**src/rtl/quaternion_slerp_macros.svh**
```systemverilog
// ----------------------------------------------------------------------------
// Assertion macros for the quaternion slerp block
// Concurrent checks in simulation; empty for synthesis.
// ----------------------------------------------------------------------------
`ifndef QUATERNION_SLERP_MACROS_SVH
`define QUATERNION_SLERP_MACROS_SVH
`ifndef SYNTHESIS
`define QS_ASSERT_IMP(lbl, clk, rst_n, ante, cons) \
    lbl: assert property (@(posedge clk) disable iff (!rst_n) (ante) |-> cons) \
        else $error("qslerp: implication failed");
`define QS_ASSERT_NEVER(lbl, clk, rst_n, expr) \
    lbl: assert property (@(posedge clk) disable iff (!rst_n) !(expr)) \
        else $error("qslerp: forbidden condition");
`else
`define QS_ASSERT_IMP(lbl, clk, rst_n, ante, cons)
`define QS_ASSERT_NEVER(lbl, clk, rst_n, expr)
`endif
`endif

```
**src/rtl/qslerp_pkg.sv**
```systemverilog
// ----------------------------------------------------------------------------
// qslerp_pkg
// Shared widths, item types and the CORDIC arctangent table.
// ----------------------------------------------------------------------------
`default_nettype none

package qslerp_pkg;

    localparam int FRAC_BITS    = 14;
    localparam int IQ           = 30;              // internal Q30
    localparam int QW           = 16;              // quaternion component
    localparam int BW           = QW + 1;          // negated second quaternion
    localparam int TW           = FRAC_BITS + 1;   // blend weight
    localparam int DW           = 2 * QW + 2;      // dot product sum
    localparam int CW           = IQ + 4;          // CORDIC datapath
    localparam int RW           = 2 * IQ + 2;      // square root radicand
    localparam int SQ_STEPS     = IQ + 1;
    localparam int CORDIC_STEPS = 30;
    localparam int DIV_STEPS    = IQ;
    localparam int PRW          = IQ + 2 + BW;     // weight times component
    localparam int BK_STAGES    = 5 + SQ_STEPS + 2 * CORDIC_STEPS + 2 + DIV_STEPS;

    localparam logic [TW-1:0]        ONE_T    = TW'(1) << FRAC_BITS;
    localparam logic signed [CW-1:0] CORDIC_K = CW'(32'h26DD3B6A);

    typedef struct packed {
        logic [3:0][QW-1:0] a;
        logic [3:0][BW-1:0] b;
        logic [TW-1:0]      t;
        logic               lin;
        logic [IQ-1:0]      d;
    } t_item;

    typedef struct packed {
        t_item       item;
        logic [IQ:0] sin_t;
    } t_side;

    typedef struct packed {
        t_item item;
        logic  za;
        logic  ca;
        logic  zb;
        logic  cb;
    } t_dside;

    function automatic logic [31:0] atan_q30(input logic [4:0] idx);
        case (idx)
            5'd0:    return 32'h3243F6A8;
            5'd1:    return 32'h1DAC6705;
            5'd2:    return 32'h0FADBAFC;
            5'd3:    return 32'h07F56EA6;
            5'd4:    return 32'h03FEAB76;
            5'd5:    return 32'h01FFD55B;
            5'd6:    return 32'h00FFFAAA;
            5'd7:    return 32'h007FFF55;
            5'd8:    return 32'h003FFFEA;
            5'd9:    return 32'h001FFFFD;
            5'd10:   return 32'h000FFFFF;
            5'd11:   return 32'h0007FFFF;
            5'd12:   return 32'h0003FFFF;
            5'd13:   return 32'h0001FFFF;
            5'd14:   return 32'h0000FFFF;
            5'd15:   return 32'h00007FFF;
            5'd16:   return 32'h00003FFF;
            5'd17:   return 32'h00001FFF;
            5'd18:   return 32'h00000FFF;
            5'd19:   return 32'h000007FF;
            5'd20:   return 32'h000003FF;
            5'd21:   return 32'h000001FF;
            5'd22:   return 32'h000000FF;
            5'd23:   return 32'h0000007F;
            5'd24:   return 32'h0000003F;
            5'd25:   return 32'h0000001F;
            5'd26:   return 32'h0000000F;
            5'd27:   return 32'h00000008;
            5'd28:   return 32'h00000004;
            5'd29:   return 32'h00000002;
            default: return 32'h00000000;
        endcase
    endfunction

endpackage

`default_nettype wire

```
**src/rtl/qslerp_front.sv**
```systemverilog
// ----------------------------------------------------------------------------
// qslerp_front
// Accepts items, forms the dot product, picks the short arc, classifies.
// ----------------------------------------------------------------------------
`default_nettype none

module qslerp_front
    import qslerp_pkg::*;
(
    input  logic               i_clk,
    input  logic               i_rst_n,
    input  logic               i_start,
    input  logic signed [15:0] i_a_x,
    input  logic signed [15:0] i_a_y,
    input  logic signed [15:0] i_a_z,
    input  logic signed [15:0] i_a_w,
    input  logic signed [15:0] i_b_x,
    input  logic signed [15:0] i_b_y,
    input  logic signed [15:0] i_b_z,
    input  logic signed [15:0] i_b_w,
    input  logic [14:0]        i_blend,
    input  logic               i_q_full,
    output logic               o_busy,
    output logic               o_push,
    output t_item              o_item
);

    localparam logic signed [DW-1:0] ONE2 = DW'(1) << (2 * FRAC_BITS);

    logic                 r_vld;
    logic signed [QW-1:0] r_a [4];
    logic signed [QW-1:0] r_b [4];
    logic [TW-1:0]        r_t;
    logic signed [31:0]   r_prod [4];

    logic                 w_stall;
    logic                 w_take;
    logic signed [QW-1:0] w_a [4];
    logic signed [QW-1:0] w_b [4];
    logic [TW-1:0]        w_t;
    logic signed [DW-1:0] w_dot;
    logic signed [DW-1:0] w_abs;
    logic                 w_neg;

    assign w_stall = r_vld && i_q_full;
    assign w_take  = i_start && !w_stall;
    assign o_busy  = w_stall;
    assign o_push  = r_vld && !i_q_full;

    assign w_a = '{i_a_x, i_a_y, i_a_z, i_a_w};
    assign w_b = '{i_b_x, i_b_y, i_b_z, i_b_w};
    assign w_t = (i_blend > ONE_T) ? ONE_T : i_blend;

    always_ff @(posedge i_clk) begin
        if (!i_rst_n) begin
            r_vld <= 1'b0;
        end else if (!w_stall) begin
            r_vld <= w_take;
        end
    end

    always_ff @(posedge i_clk) begin
        if (w_take) begin
            r_t <= w_t;
            for (int k = 0; k < 4; k++) begin
                r_a[k]    <= w_a[k];
                r_b[k]    <= w_b[k];
                r_prod[k] <= w_a[k] * w_b[k];
            end
        end
    end

    always_comb begin
        w_dot = DW'(r_prod[0]) + DW'(r_prod[1]) + DW'(r_prod[2]) + DW'(r_prod[3]);
        w_neg = w_dot[DW-1];
        w_abs = w_neg ? -w_dot : w_dot;
        o_item.t   = r_t;
        o_item.lin = (w_abs >= ONE2);
        // dot rescaled from Q28 to Q30; only kept when below 1.0
        o_item.d   = IQ'(w_abs <<< (IQ - 2 * FRAC_BITS));
        for (int k = 0; k < 4; k++) begin
            o_item.a[k] = r_a[k];
            o_item.b[k] = w_neg ? -BW'(r_b[k]) : BW'(r_b[k]);
        end
    end

endmodule

`default_nettype wire

```
**config.mk**
```make
export PLATFORM = sky130hd
export DESIGN_NAME = qslerp_front
export DESIGN_NICKNAME = d
export VERILOG_FILES = /design/src/rtl/quaternion_slerp_macros.svh /design/src/rtl/qslerp_pkg.sv /design/src/rtl/qslerp_front.sv
export SDC_FILE = /design/constraint.sdc
export NUM_CORES = 2
export LEC_CHECK = 0
export ABC_AREA = 1
export ABC_CLOCK_PERIOD_IN_PS = 23200
export BUFFER_PORTS_ARGS = -buffer_cell sky130_fd_sc_hd__buf_2
export CAP_MARGIN = 20
export CORE_UTILIZATION = 50
export DETAILED_ROUTE_END_ITERATION = 8
export PLACE_DENSITY = 0.78
export SYNTH_ARGS = -nofsm -noshare
export SYNTH_HDL_FRONTEND = slang
export SYNTH_SLANG_ARGS = --single-unit
```
**constraint.sdc**
```tcl
create_clock -name i_clk -period 23.2 [get_ports i_clk]
set_input_delay 4.64 -clock i_clk [delete_from_list [all_inputs] [get_ports i_clk]]
set_output_delay 4.64 -clock i_clk [all_outputs]
set_load 0.005 [all_outputs]
```
==> impl_metrics.py <==
metrics = {
    "setup_path": {
        "timing.critical_path.slowest_cell_delay_ns": 0.63,
        "arrival_ns": 6.39,
        "crit_path_cell_trace": "inv_1 -> fa_1 -> inv_1 -> fa_1 -> ha_1 -> inv_1 -> fa_1 -> inv_1 -> nand3_1 -> nand2_1 -> nand2_1 -> nand2_1 -> nand2_1 -> nand2_1 -> nand2_2 -> o21ai_1 -> nand2_1 -> nand2_4 -> inv_6 -> nand2_1 -> o21ai_1 -> xnor2_1 -> inv_1 -> buf_2",
        "start_kind": "register",
        "timing.setup.critical_path_class": "reg2out",
        "crit_path_frequent_cell": "sky130_fd_sc_hd__nand2_1",
        "worst_r2r_path_depth": 6,
        "critical_path_peak_fanout": 55,
        "worst_setup_path_end_kind": "primary output",
        "worst_ep_required_time_ns": 18.56,
        "critical-path-slowest-cell": "sky130_fd_sc_hd__nand2_4",
    },
    "global_route": {
        "first_global_vias": 44700,
        "grt_antenna_before_repair": 2,
        "grt.met1_usage_pct": 34.4,
        "grt_util_all_layers_pct": 26.5,
        "grt_overflow_total": 0,
        "groute.layer.met2.usage_pct": 45.0,
        "first_pass_grt_wire_length_um": 232000,
        "global_route.peak_usage_layer": "met2",
        "globalRouteMet3Util_pct": 4.09,
        "grt_max_degree": 155,
    },
    "drt": {
        "antenna_left": 0,
        "drt_pre_antenna_iters": 5,
        "per_cell_routed_wire_length_um": 17.5,
        "detailroute.via_count": 41000,
        "drt_iter0_drc": 2770,
        "sum_of_routed_wire_length_over_all_layers_um": 141000,
        "via_per_inst": 5.10,
        "drc_errors_left": 0,
    },
    "clock_network": {
        "ctsLongestPathBuffers": 3,
        "cts_inserted_buffers": 37,
        "cts_post_setup_buffers_inserted": 0,
        "cts-root-buf": "sky130_fd_sc_hd__clkbuf_16",
        "clock-sinks": 272,
        "hold_buffers": 0,
        "cts_tree": "done",
        "clkTransAtPathRegs_ns": 0.06,
        "cts-resized-gates": 0,
        "worstSkewPairLatency_ns": 0.62,
        "cts-htree-levels": 2,
    },
    "timing": {
        "min_period_over_period_pct": 47.6,
        "final_hold_viol_count": 0,
        "final-max-slew-violation-count": 0,
        "grt_setup_unrepaired": "false",
        "fmaxAchievable_mhz": 90.6,
        "setup_tns_ns": 0,
        "setup_viol": 0,
        "maxSlewHeadroom_pct": 35.9,
        "timing.clock.skew_ns": 0.0193,
        "finalWorstPathRequiredPeriod_ns": 11.03,
        "worst_pin_slew_ns": 0.961,
    },
    "finish": {
        "final_core_util_pct": 54.0,
        "cell_area_after_layout_sq_mm": 0.0589,
        "layout-area-overhead-vs-synth_pct": 6.83,
        "final_net_count": 8223,
        "layout.cells.most_common": "sky130_fd_sc_hd__inv_1",
        "layout.cells.most_common_list": "2025 x sky130_fd_sc_hd__inv_1, 1434 x sky130_fd_sc_hd__nand2_1, 1113 x sky130_fd_sc_hd__fa_1",
        "layout-drive-gt1-share_pct": 7.02,
    },
    "logic_synthesis": {
        "synth.distinct_cells": 49,
        "synth-edff-count": 271,
        "synth_warn": 0,
        "synth_area_per_cell_sq_um": 8.52,
        "post_synth_instance_area_sq_mm": 0.0551,
        "postSynthRegisterBits": 272,
        "post_synthesis_async_set_or_reset_flop_share_pct": 0,
        "ys.flop_type": "sky130_fd_sc_hd__edfxtp_1",
        "synth_sequential_area_ratio_pct": 14.8,
        "syn-instance-count": 6467,
    },
    "place": {
        "total_placed_instance_area_sq_mm": 0.0576,
        "port_buffers": 324,
        "detailed_place_hpwl_um": 117000,
        "finalWeightedCongestion": 0.920,
    },
    "min_path": {
        "worst_hold_path_type": "reg2reg",
        "min_path_cells": 2,
    },
    "die": {
        "die-width_um": 334,
        "dieArea_sq_mm": 0.112,
        "start_util_pct": 50.5,
        "rows": 121,
        "core_area_sq_mm": 0.109,
        "die_y_um": 334,
        "io_pins": 327,
    },
    "run": {
        "maxCapViolations": 0,
    },
    "run_status": {
        "status": "completed",
    },
}
synth_stat cells, types with 7 or more instances:
cell | instances | area, sq um
sky130_fd_sc_hd__nand4_1 | 32 | 200
sky130_fd_sc_hd__nand3_1 | 79 | 395
sky130_fd_sc_hd__nor2_1 | 233 | 875
sky130_fd_sc_hd__ha_1 | 366 | 4580
sky130_fd_sc_hd__nor4_1 | 13 | 81.3
sky130_fd_sc_hd__xor2_1 | 149 | 1310
sky130_fd_sc_hd__o211ai_1 | 9 | 67.6
sky130_fd_sc_hd__or2_2 | 28 | 175
sky130_fd_sc_hd__o21a_1 | 7 | 52.6
sky130_fd_sc_hd__nand2_1 | 1434 | 5380
sky130_fd_sc_hd__edfxtp_1 | 271 | 8140
sky130_fd_sc_hd__a31oi_1 | 26 | 163
sky130_fd_sc_hd__xnor2_1 | 87 | 762
sky130_fd_sc_hd__o31ai_1 | 8 | 60.1
sky130_fd_sc_hd__nand2_2 | 24 | 150
sky130_fd_sc_hd__nor3_1 | 29 | 145
sky130_fd_sc_hd__o21ai_1 | 9 | 45.0
sky130_fd_sc_hd__a21oi_1 | 158 | 791
sky130_fd_sc_hd__inv_1 | 2025 | 7600
sky130_fd_sc_hd__o21ai_0 | 62 | 310
sky130_fd_sc_hd__clkbuf_1 | 219 | 822
sky130_fd_sc_hd__buf_4 | 8 | 60.1
sky130_fd_sc_hd__fa_1 | 1113 | 22300
per-layer routing:
layer  wire length, um  up-vias
li1                  -    18700
met1             56700    20500
met2             68500     1472
met3             10300      261
met4              5500        0
met5                 0        -
flip-flops by register name, indices dropped and copies added (netlist names):
signal  flops
r_prod    128
r_a        64
r_b        64
r_t        15
r_vld       1
kinds of logic (layout without fill, tap and decap cells):
family                     after synthesis  after routing  share of synthesized area, %
DFF                                    272            272                          14.8
buffers and inverters                 2265           2423                          15.5
AOI/OAI and AO/OA                      311            311                          3.20
and+or+nand+nor                       1903           1903                          13.9
other                                    1              5                       0.00681
xor gates and xnor gates               236            236                          3.75
adders and majority gates             1479           1479                          48.8
metrics by stage:
stage / setup slack (ns) / hold WS, ns / std cells
finish: 12.17 / 0.501 / 8043
global route: 11.80 / 0.529 / 8042
detailed placement: 12.51 / 0.493 / 7971
CTS: 12.18 / 0.500 / 8039
floorplan: 6.23 / 0.463 / 6468
global placement: 12.54 / 0.476 / 7971
path summary, 6_finish.rpt:
check | startpoint | to | slack (ns)
worst min register to register | r_vld$_SDFFE_PN0N_ | r_vld$_SDFFE_PN0N_ | 0.50
worst min-delay path | r_vld$_SDFFE_PN0N_ | r_vld$_SDFFE_PN0N_ | 0.50
worst max register to register | r_vld$_SDFFE_PN0N_ | r_prod[1][8]$_DFFE_PP_ | 19.93
worst max-delay path | r_prod[1][1]$_DFFE_PP_ | o_item[22] | 12.17
worst max-delay path, delay by kind of cell (launching register included):
family                   cells  cell delay (ns)
XOR/XNOR                     1             0.58
flip-flops                   1             0.44
AO/OA/AOI/OAI                2             0.25
AND/OR/NAND/NOR             10             1.76
buffers and inverters        7             1.07
adder cells (fa/ha/maj)      4             1.64
cell type report:
type	count	area [sq um]
clock inverter	22	210
clock buffer	46	1030
multi-input combinational	3931	38400
tap	1414	1770
antenna	3	7.51
inverter	2027	7610
sequential	272	8160
fill	9779	50200
timing repair buffer	328	1660
Power is left out: the tool's default activity adds up to more than one toggle a clock period on the data nets, which glitch-free logic cannot reach.
