[config.mk]
export PLATFORM = sky130hd
export DESIGN_NAME = qslerp_fifo
export DESIGN_NICKNAME = d
export VERILOG_FILES = /design/src/rtl/quaternion_slerp_macros.svh /design/src/rtl/qslerp_pkg.sv /design/src/rtl/qslerp_fifo.sv
export SDC_FILE = /design/constraint.sdc
export NUM_CORES = 1
export LEC_CHECK = 0
export BUFFER_PORTS_ARGS = -buffer_cell sky130_fd_sc_hd__clkbuf_2
export CAP_MARGIN = 20
export CORE_MARGIN = 5
export CORE_UTILIZATION = 35
export CTS_CLUSTER_SIZE = 14
export DETAILED_ROUTE_END_ITERATION = 6
export SYNTH_ARGS = -nofsm -noshare
export SYNTH_HDL_FRONTEND = slang
export SYNTH_SLANG_ARGS = --single-unit
[constraint.sdc]
create_clock -name i_clk -period 8.4 [get_ports i_clk]
set_clock_uncertainty 0.15 [all_clocks]
set_input_delay 0.42 -clock i_clk [delete_from_list [all_inputs] [get_ports i_clk]]
set_output_delay 0.42 -clock i_clk [all_outputs]
set_load 0.02 [all_outputs]
[src/rtl/quaternion_slerp_macros.svh]
// ----------------------------------------------------------------------------
// Assertion macros for the quaternion slerp block
// Concurrent checks in simulation; empty for synthesis.
// ----------------------------------------------------------------------------
`ifndef QUATERNION_SLERP_MACROS_SVH
`define QUATERNION_SLERP_MACROS_SVH
`ifndef SYNTHESIS
`define QS_ASSERT_IMP(lbl, clk, rst_n, ante, cons) \
    lbl: assert property (@(posedge clk) disable iff (!rst_n) (ante) |-> cons) \
        else $error("qslerp: implication failed");
`define QS_ASSERT_NEVER(lbl, clk, rst_n, expr) \
    lbl: assert property (@(posedge clk) disable iff (!rst_n) !(expr)) \
        else $error("qslerp: forbidden condition");
`else
`define QS_ASSERT_IMP(lbl, clk, rst_n, ante, cons)
`define QS_ASSERT_NEVER(lbl, clk, rst_n, expr)
`endif
`endif

[src/rtl/qslerp_pkg.sv]
// ----------------------------------------------------------------------------
// qslerp_pkg
// Shared widths, item types and the CORDIC arctangent table.
// ----------------------------------------------------------------------------
`default_nettype none

package qslerp_pkg;

    localparam int FRAC_BITS    = 14;
    localparam int IQ           = 30;              // internal Q30
    localparam int QW           = 16;              // quaternion component
    localparam int BW           = QW + 1;          // negated second quaternion
    localparam int TW           = FRAC_BITS + 1;   // blend weight
    localparam int DW           = 2 * QW + 2;      // dot product sum
    localparam int CW           = IQ + 4;          // CORDIC datapath
    localparam int RW           = 2 * IQ + 2;      // square root radicand
    localparam int SQ_STEPS     = IQ + 1;
    localparam int CORDIC_STEPS = 30;
    localparam int DIV_STEPS    = IQ;
    localparam int PRW          = IQ + 2 + BW;     // weight times component
    localparam int BK_STAGES    = 5 + SQ_STEPS + 2 * CORDIC_STEPS + 2 + DIV_STEPS;

    localparam logic [TW-1:0]        ONE_T    = TW'(1) << FRAC_BITS;
    localparam logic signed [CW-1:0] CORDIC_K = CW'(32'h26DD3B6A);

    typedef struct packed {
        logic [3:0][QW-1:0] a;
        logic [3:0][BW-1:0] b;
        logic [TW-1:0]      t;
        logic               lin;
        logic [IQ-1:0]      d;
    } t_item;

    typedef struct packed {
        t_item       item;
        logic [IQ:0] sin_t;
    } t_side;

    typedef struct packed {
        t_item item;
        logic  za;
        logic  ca;
        logic  zb;
        logic  cb;
    } t_dside;

    function automatic logic [31:0] atan_q30(input logic [4:0] idx);
        case (idx)
            5'd0:    return 32'h3243F6A8;
            5'd1:    return 32'h1DAC6705;
            5'd2:    return 32'h0FADBAFC;
            5'd3:    return 32'h07F56EA6;
            5'd4:    return 32'h03FEAB76;
            5'd5:    return 32'h01FFD55B;
            5'd6:    return 32'h00FFFAAA;
            5'd7:    return 32'h007FFF55;
            5'd8:    return 32'h003FFFEA;
            5'd9:    return 32'h001FFFFD;
            5'd10:   return 32'h000FFFFF;
            5'd11:   return 32'h0007FFFF;
            5'd12:   return 32'h0003FFFF;
            5'd13:   return 32'h0001FFFF;
            5'd14:   return 32'h0000FFFF;
            5'd15:   return 32'h00007FFF;
            5'd16:   return 32'h00003FFF;
            5'd17:   return 32'h00001FFF;
            5'd18:   return 32'h00000FFF;
            5'd19:   return 32'h000007FF;
            5'd20:   return 32'h000003FF;
            5'd21:   return 32'h000001FF;
            5'd22:   return 32'h000000FF;
            5'd23:   return 32'h0000007F;
            5'd24:   return 32'h0000003F;
            5'd25:   return 32'h0000001F;
            5'd26:   return 32'h0000000F;
            5'd27:   return 32'h00000008;
            5'd28:   return 32'h00000004;
            5'd29:   return 32'h00000002;
            default: return 32'h00000000;
        endcase
    endfunction

endpackage

`default_nettype wire

[src/rtl/qslerp_fifo.sv]
// ----------------------------------------------------------------------------
// qslerp_fifo
// Short item queue between the front and the back.
// ----------------------------------------------------------------------------
`default_nettype none

module qslerp_fifo
    import qslerp_pkg::*;
#(
    parameter int DEPTH = 2
)
(
    input  logic  i_clk,
    input  logic  i_rst_n,
    input  logic  i_push,
    input  t_item i_data,
    input  logic  i_pop,
    output logic  o_full,
    output logic  o_empty,
    output t_item o_data
);

    localparam int PW  = $clog2(DEPTH);
    localparam int CNW = $clog2(DEPTH + 1);

    t_item          r_mem [DEPTH];
    logic [PW-1:0]  r_wr;
    logic [PW-1:0]  r_rd;
    logic [CNW-1:0] r_cnt;
    logic           w_do_push;
    logic           w_do_pop;

    assign o_full    = (r_cnt == CNW'(DEPTH));
    assign o_empty   = (r_cnt == '0);
    assign w_do_push = i_push && !o_full;
    assign w_do_pop  = i_pop && !o_empty;
    assign o_data    = r_mem[r_rd];

    always_ff @(posedge i_clk) begin
        if (!i_rst_n) begin
            r_wr  <= '0;
            r_rd  <= '0;
            r_cnt <= '0;
        end else begin
            if (w_do_push) begin
                r_wr <= (r_wr == PW'(DEPTH - 1)) ? '0 : r_wr + 1'b1;
            end
            if (w_do_pop) begin
                r_rd <= (r_rd == PW'(DEPTH - 1)) ? '0 : r_rd + 1'b1;
            end
            if (w_do_push && !w_do_pop) begin
                r_cnt <= r_cnt + 1'b1;
            end else if (w_do_pop && !w_do_push) begin
                r_cnt <= r_cnt - 1'b1;
            end
        end
    end

    always_ff @(posedge i_clk) begin
        if (w_do_push) begin
            r_mem[r_wr] <= i_data;
        end
    end

endmodule

`default_nettype wire

==> impl.org, run 1 <==
** Outcome
- The flow ran to the end, and the final reports show no timing, DRC or antenna violations.

** Detailed routing
- Once detail routing completed, the nets flagged for antenna violations numbered 0.
- Before antenna repair, the detailed router went through 4 iterations.
- Residual DRC count :: 0
- Aggregate routed wire length :: 29530 um
- Via count :: 7379
- DR WL/cell :: 17.41 um
- Detailed Route Iter0 Violations :: 280
- Average vias per placed instance :: roughly 4.4

** Timing
- Worst-margin pin slew :: between 0.9 and 1 ns
- Count of endpoints failing setup in the final report :: 0
- Final hold violations :: 0
- Number of slew-limit violations in the final report :: 0
- The worst path meets setup with 5.217 ns of slack.
- Worst slew margin relative to its limit :: 0.3386
- Total Neg Setup Slack :: 0 ns
- Setup repair after global routing left no endpoint under its margin.
- Dividing the final minimum period by the clock period gives 0.3790.
- The worst path in the final design needs a cycle of 3.183 ns, including I/O delays and setup.
- On the final layout, the worst hold slack is 0.1404 ns.
- Maximum operating frequency :: 0.3141 GHz

** Global route
- The number of global-route vias before repair came to 8101.
- First-pass GRT wire length :: 44480 um
- Maximum number of pins on one net before global-route repair :: about 110
- After global routing the overflow that remains totals 0.
- Initial antenna violation count :: 5
- In the global route stage, overall resource usage came out at 0.1344.

** Layout
- Final non-filler cell area :: 18820 sq um
- Layout cell share with drive strength beyond 1 :: 0.5106
- Registers take 10790 sq um.
- Summing all multi-input logic gate instances after layout gives 2521 sq um.
- Filler cell count :: 3270
- Number of nets in the layout :: roughly 1300
- Compared with the post-synthesis result, the final layout area differs by 39.38%.
- Final core utilization :: 0.4904

** Critical path
- Type of origin of the critical path :: flop
- WP data required :: 7.83 ns
- Data arrival time at the worst-slack endpoint :: roughly 2.6 ns
- Along the worst path, the maximum fanout reaches around 100.
- Critical path class :: flop to output pin
- The worst setup path is captured at an output pin.

** Die
- The floorplan has 72 rows.
- Core Region :: 38380 sq um
- The initial utilization of the core area, before any placement, comes to 0.3518.
- Y dimension of the die :: ~210 um
- Die width :: 206.4 um
- Die area :: 42610 sq um
- Pin placement for this block handled around 360 I/O pins.

** Yosys
- For this run, asynchronously set or reset flops after synthesis account for 0.
- The most used flip-flop cell after synthesis is edfxtp_1.
- The synthesized netlist contains 21 unique library cells.
- Yosys printed 0 warnings.
- Portion of the post-synthesis area used by sequential elements :: 0.7992
- Leading area contributor after synthesis :: edfxtp_1
- Yosys attributes the largest share of cell area to edfxtp_1 79%, mux2_4 11%, mux2_2 6.4%.
- Yosys instantiated no cell more often than edfxtp_1.
- The cell area that synthesis handed to floorplanning was 13500 sq um.
- Number of enable-type register cells in the synthesized netlist :: 356
- Average size of a mapped cell :: 23.32 sq um
- Most common library cells after synthesis :: 356 x edfxtp_1, 101 x mux2_4, 77 x mux2_2
- After technology mapping, the gate count stands at 579.
- Net count after synthesis :: 762
- Counting flops and latches in the post-synthesis netlist gives ~360.
- Of the post-synthesis cell area, the dominant cell type holds 0.7918.

** Place
- The placed instances occupy a cell area of around 16000 sq um.
- After legalization and detailed placement, the total HPWL measured ~19000 um.
- Port buffering added 361 buffers.
- Pre-CTS setup slack :: 5.390 ns
- Placer Congestion :: ~0.71

** Power
- Total power per unit cell area :: between 200 and 300 nW/um^2
- Static leakage power :: 7.294 nW
- Max IR drop VDD :: approximately 0.00018 V

** CTS
- The cell sitting at the root of the clock tree is a clkbuf_16.
- CTS-repair resized insts :: 0
- CTS H-Tree Depth :: 2
- CTS buffer count :: 40
- CTS sink count :: 361
- At the later pin of the worst-skew pair, clock insertion delay measures 0.52 ns.
- Maximum root-to-sink buffer count :: 3
- Clock-pin slew was measured on the worst setup and hold paths at 0.05 ns.
- Clock tree from TritonCTS :: done

** Flow run
- Reported max-cap violation count :: 0

** Worst hold path
- The worst hold path belongs to the class input port to flop.
## worst paths after layout
check / startpoint / to / slack (ns) / cells past startpoint
min: i_push / r_wr$_SDFFE_PN0P_ / 0.14 / 3
min reg2reg: r_cnt[1]$_SDFFE_PN0P_ / r_cnt[1]$_SDFFE_PN0P_ / 0.38 / 2
max: flop / o_data[142] / 5.22 / 3
max reg2reg: r_cnt[0]$_SDFFE_PN0P_ / r_mem[1][77]$_DFFE_PP_ / 5.47 / 3
## what timing repair did
action,in CTS,in global routing
endpoints found under the setup margin,0,0
hold buffers,179,0
buffers inserted,0,0
endpoints found under the hold margin,360,0
## state kept, by name, indices dropped and copies added (netlist names), named ones only
register and flops:
r_rd 1, r_mem 356, r_wr 1, r_cnt 2
## where the power goes
group | switching (mW) | internal [mW] | leakage [nW]
combinational | 0.917 | 0.689 | 3.36
sequential | 0.0781 | 2.27 | 3.37
clock | 0.649 | 0.920 | 0.571
total | 1.64 | 3.87 | 7.29
## area by class of cell
cell class / instances / area share
well taps: 518 / 0.03444
multi-input cells: 196 / 0.1340
clock inverters: 17 / 0.005651
inverters: 2 / 0.0003989
clock buffers: 51 / 0.05651
diodes: 3 / 0.0003989
repair buffers: 548 / 0.1951
flip-flops and latches: 361 / 0.5736
## cells by family (layout without fill, tap and decap cells)
| group | Yosys count | in the layout | synth area share |
|---|---|---|---|
| flops | 361 | 361 | 0.7992 |
| fa+ha+maj | 1 | 1 | 0.0009266 |
| mux | 178 | 178 | 0.1765 |
| xor+xnor | 3 | 3 | 0.001946 |
| simple gates | 9 | 9 | 0.004079 |
| compound gates | 5 | 5 | 0.002409 |
| other cells | 0 | 3 | 0 |
| buf+inv | 22 | 618 | 0.01492 |
## per-layer routing
layer / wire length (um) / vias up / global-route usage
met4: 877 / 4 / 0.04872
li1: - / 3450 / -
met1: 11400 / 3596 / 0.1531
met5: 15 / - / 0
met3: 2581 / 70 / 0.05696
met2: 14650 / 259 / 0.2265
## critical path: stages (launching register included)
cell and delay, ns:
dfxtp_4 0.68, buf_12 0.56, mux2_2 0.42, clkbuf_2 0.16
## cell usage in the layout (no fill, tap or decap)
cell           Yosys  final
diode_2            0      3
ha_1               1      1
o21ai_1            1      1
nor2_1             2      2
a21boi_0           1      1
mux2_4           101    101
and2_1             3      3
edfxtp_1         356    356
mux2_2            77     77
buf_4              0      7
bufinv_16          0      1
xnor2_1            2      2
and3_4             0      1
buf_12             0      1
clkbuf_2           0    361
o21ai_0            1      1
clkinv_4           0      1
a21boi_1           1      1
o21a_1             1      1
clkbuf_1           0     10
clkinvlp_4         0      1
or3_1              1      1
clkinv_2           0      6
dlygate4sd3_1      0    179
inv_1              2      2
clkbuf_16          0     41
clkinv_1           0      8
dfxtp_1            5      4
xor2_1             1      1
nor3_4             0      1
nand2b_1           1      1
dfxtp_4            0      1
## metrics by stage
step	std cells	total power [mW]
floorplan	579	3.525
global placement	1446	3.932
detailed placement	1446	3.945
CTS	1693	5.614
global route	1696	5.785
finish	1696	5.519
(Power assumes the default switching activity.)
==> run 2, diff against run 1 <==
==> constraint.sdc (replaced) <==
create_clock -name i_clk -period 3.35 [get_ports i_clk]
set_clock_uncertainty 0.15 [all_clocks]
set_input_delay 0.1675 -clock i_clk [delete_from_list [all_inputs] [get_ports i_clk]]
set_output_delay 0.1675 -clock i_clk [all_outputs]
set_load 0.02 [all_outputs]
==> impl.org, run 2 (synthesized netlist as in run 1, its figures left out) <==
** Outcome
- Outcome :: completed

** Global route
- Number of global-route vias before repair :: roughly 8000
- The number of antenna violations at the first check in global routing came to 2.
- Met1 capacity usage during global routing :: 0.1534
- After global routing the overflow that remains totals 0.
- For this run, the total global-route usage over all layers was measured as 0.1342.
- First-pass GRT wire length :: 44410 um
- Maximum number of pins on one net before global-route repair :: 79
- For this run, global-route usage on met3 was measured as 0.04598.
- Most used routing layer in global routing :: met2
- In the global route stage, met2 resource usage came out at 0.2355.

** Flow run
- Reported max-cap violation count :: 0

** Detailed routing
- Detailed-router iteration count before antenna repair :: 5
- Antenna viol nets, final :: 0
- In the final routed layout, each cell accounts on average for 17.40 um.
- Summed over all layers, the routed wires come to 29740 um.
- Using the TritonRoute via totals, the vias-per-cell ratio works out to 4.343.
- Residual DRC count :: 0
- Via count :: 7423
- Detailed Route Iter0 Violations :: 315

** Place
- Placed cell count :: 1455
- Buffers added on ports :: about 360
- Placer Congestion :: roughly 0.73
- Estimated wirelength of the detail-placed design :: around 19000 um

** Die
- Measured along the x axis, the die boundary spans between 200 and 250 um.
- Core Region :: between 30000 and 40000 sq um
- Die area :: roughly 43000 sq um
- The initialized floorplan defines 72 standard-cell rows.
- Ports :: 362
- For this configuration, the core starts out at a cell density of 0.3518.
- Measured along the y axis, the die boundary spans 206.4 um.

** CTS
- Maximum root-to-sink buffer count :: 3
- CTS H-Tree Depth :: 2
- Number of setup buffers added after CTS :: 0
- Clock tree from TritonCTS :: done
- In this run, CTS created clock tree buffers numbering 40.
- Clk root buf :: clkbuf_16
- CTS-repair resized insts :: 0
- After clock tree synthesis, the clock-pin slew on the worst setup and hold paths is 0.06 ns.
- CTS sink count :: between 300 and 400
- Clk_lat worst skew :: 0.52 ns
- After clock tree synthesis, the flow added hold-fix buffers numbering about 180.

** Critical path
- Type of origin of the critical path :: flop
- The number of buffers and inverters on the critical path is 2.
- WP data required :: 3.03 ns
- Data arrival time at the worst-slack endpoint :: 2.29 ns
- Endpoint type of the worst setup path :: output pin
- Delay of the slowest cell on the worst path :: roughly 0.83 ns
- The worst setup path is of the flop to output pin kind.
- Critical path fanouts, max :: 39
- Top Family by Delay on Critical Path :: flip-flops
- Traced cell by cell, the critical path runs through buf_12 > mux2_2 > clkbuf_2.
- The slowest stage of the critical path belongs to the cell dfxtp_4.

** Power
- Switching fraction of total power :: 0.2944
- Reported net switching power :: between 4 and 5 mW
- The share of total power dissipated in combinational logic is 0.289.
- Part of the total power dissipated in the clock network :: 0.296
- Sequential share of power :: 0.414
- Max IR drop VDD :: 0.0005014 V
- Internal power comes to roughly 10 mW.
- Total power per unit cell area :: 745.2 nW/um^2
- Static leakage power :: 7.424 nW

** Timing
- Final hold analysis gives a worst-case slack of roughly 0.18 ns.
- Of the available clock period, the critical path in the final layout requires 0.7769.
- Number of slew-limit violations in the final report :: 0
- Derived from the worst setup path, the maximum achievable clock frequency is 0.3842 GHz.
- In this run the tightest slew margin relative to its limit is 0.5038.
- Post-route minimum period :: 2.603 ns
- Setup violations remaining at the end of the flow were counted as 0.
- Setup repair after global routing left no endpoint under its margin.
- Worst-margin pin slew :: 0.7443 ns
- The number of endpoints with negative hold slack in the final report was 0.

** Layout
- The largest registers in the layout are r_mem (356), r_cnt (2).
- Register cell area after layout :: 10800 sq um
- Final std cells w/o fill :: 1709
- The library cells used most frequently in the layout, excluding fill and tap cells, are 361 x clkbuf_2, 356 x edfxtp_1, 181 x dlygate4sd3_1, 101 x mux2_4, 77 x mux2_2.
- In the final layout, the share of cells above drive strength 1 is 0.5168.
- Commonest non-fill, non-tap cell in the layout :: clkbuf_2
- For this run, the post-layout net count is 1343.
- Area added between synthesis and finish :: 41.54%
- Filler cell count :: between 3000 and 4000
- Most flop-heavy register :: r_mem
- Largest register FFs :: 356
- In the final layout, the multi-input gates occupy between 2000 and 3000 sq um.

** Worst hold path
- The tightest min-delay check is of the input port to flop type.
## run 2: changes by cell type in the layout (fill, tap and decap cells not counted), moves of 2 or more
cell / change
diode_2: -2
buf_12: +8
dlygate4sd3_1: +2
bufinv_16: +3
## run 2: metal layers
metal | part of all wire | vias to the layer above
li1 | - | 3479
met1 | 0.39 | 3630
met2 | 0.51 | 256
met3 | 0.077 | 56
met4 | 0.023 | 2
met5 | 0.00024 | -
## run 2: cell type report
class	instances	area share
clock inverters	20	0.01048
well taps	518	0.03391
diodes	1	0.0001309
repair buffers	559	0.2019
multi-input cells	196	0.1323
clock buffers	52	0.05585
inverters	2	0.0005238
flip-flops and latches	361	0.5649
## run 2: power groups by stage
stage | registers, mW | clock network (mW) | logic [mW]
floorplan | 5.94 | 0 | 2.84
global placement | 5.98 | 0 | 3.99
detailed placement | 6.00 | 0 | 4.00
CTS | 5.91 | 4.37 | 4.19
global route | 5.96 | 4.57 | 4.37
finish | 5.90 | 4.22 | 4.12
## run 2: through the flow
step	setup TNS, ns	setup WS, ns	area [sq um]	total power [mW]	utilization
6_report	0	0.7474	19110	14.24	0.4980
5_1_grt	0	0.6197	19110	14.90	0.4980
4_1_cts	0	0.6666	19110	14.48	0.4979
3_5_place_dp	0	1.257	16030	10.01	0.4177
3_3_place_gp	0	1.260	16030	9.970	0.4177
2_1_floorplan	-368.24	-2.058	13520	8.785	-
## run 2: path summary, 6_finish.rpt
path                               from                 endpoint  slack [ns]  cells after the start
setup / recovery                   flop               o_data[34]        0.75                      3
hold / removal                   i_push    r_mem[1][6]$_DFFE_PP_        0.18                      2
setup reg to reg  r_cnt[0]$_SDFFE_PN0P_  r_mem[1][163]$_DFFE_PP_        1.33                      3
hold reg to reg   r_cnt[1]$_SDFFE_PN0P_    r_cnt[1]$_SDFFE_PN0P_        0.42                      2
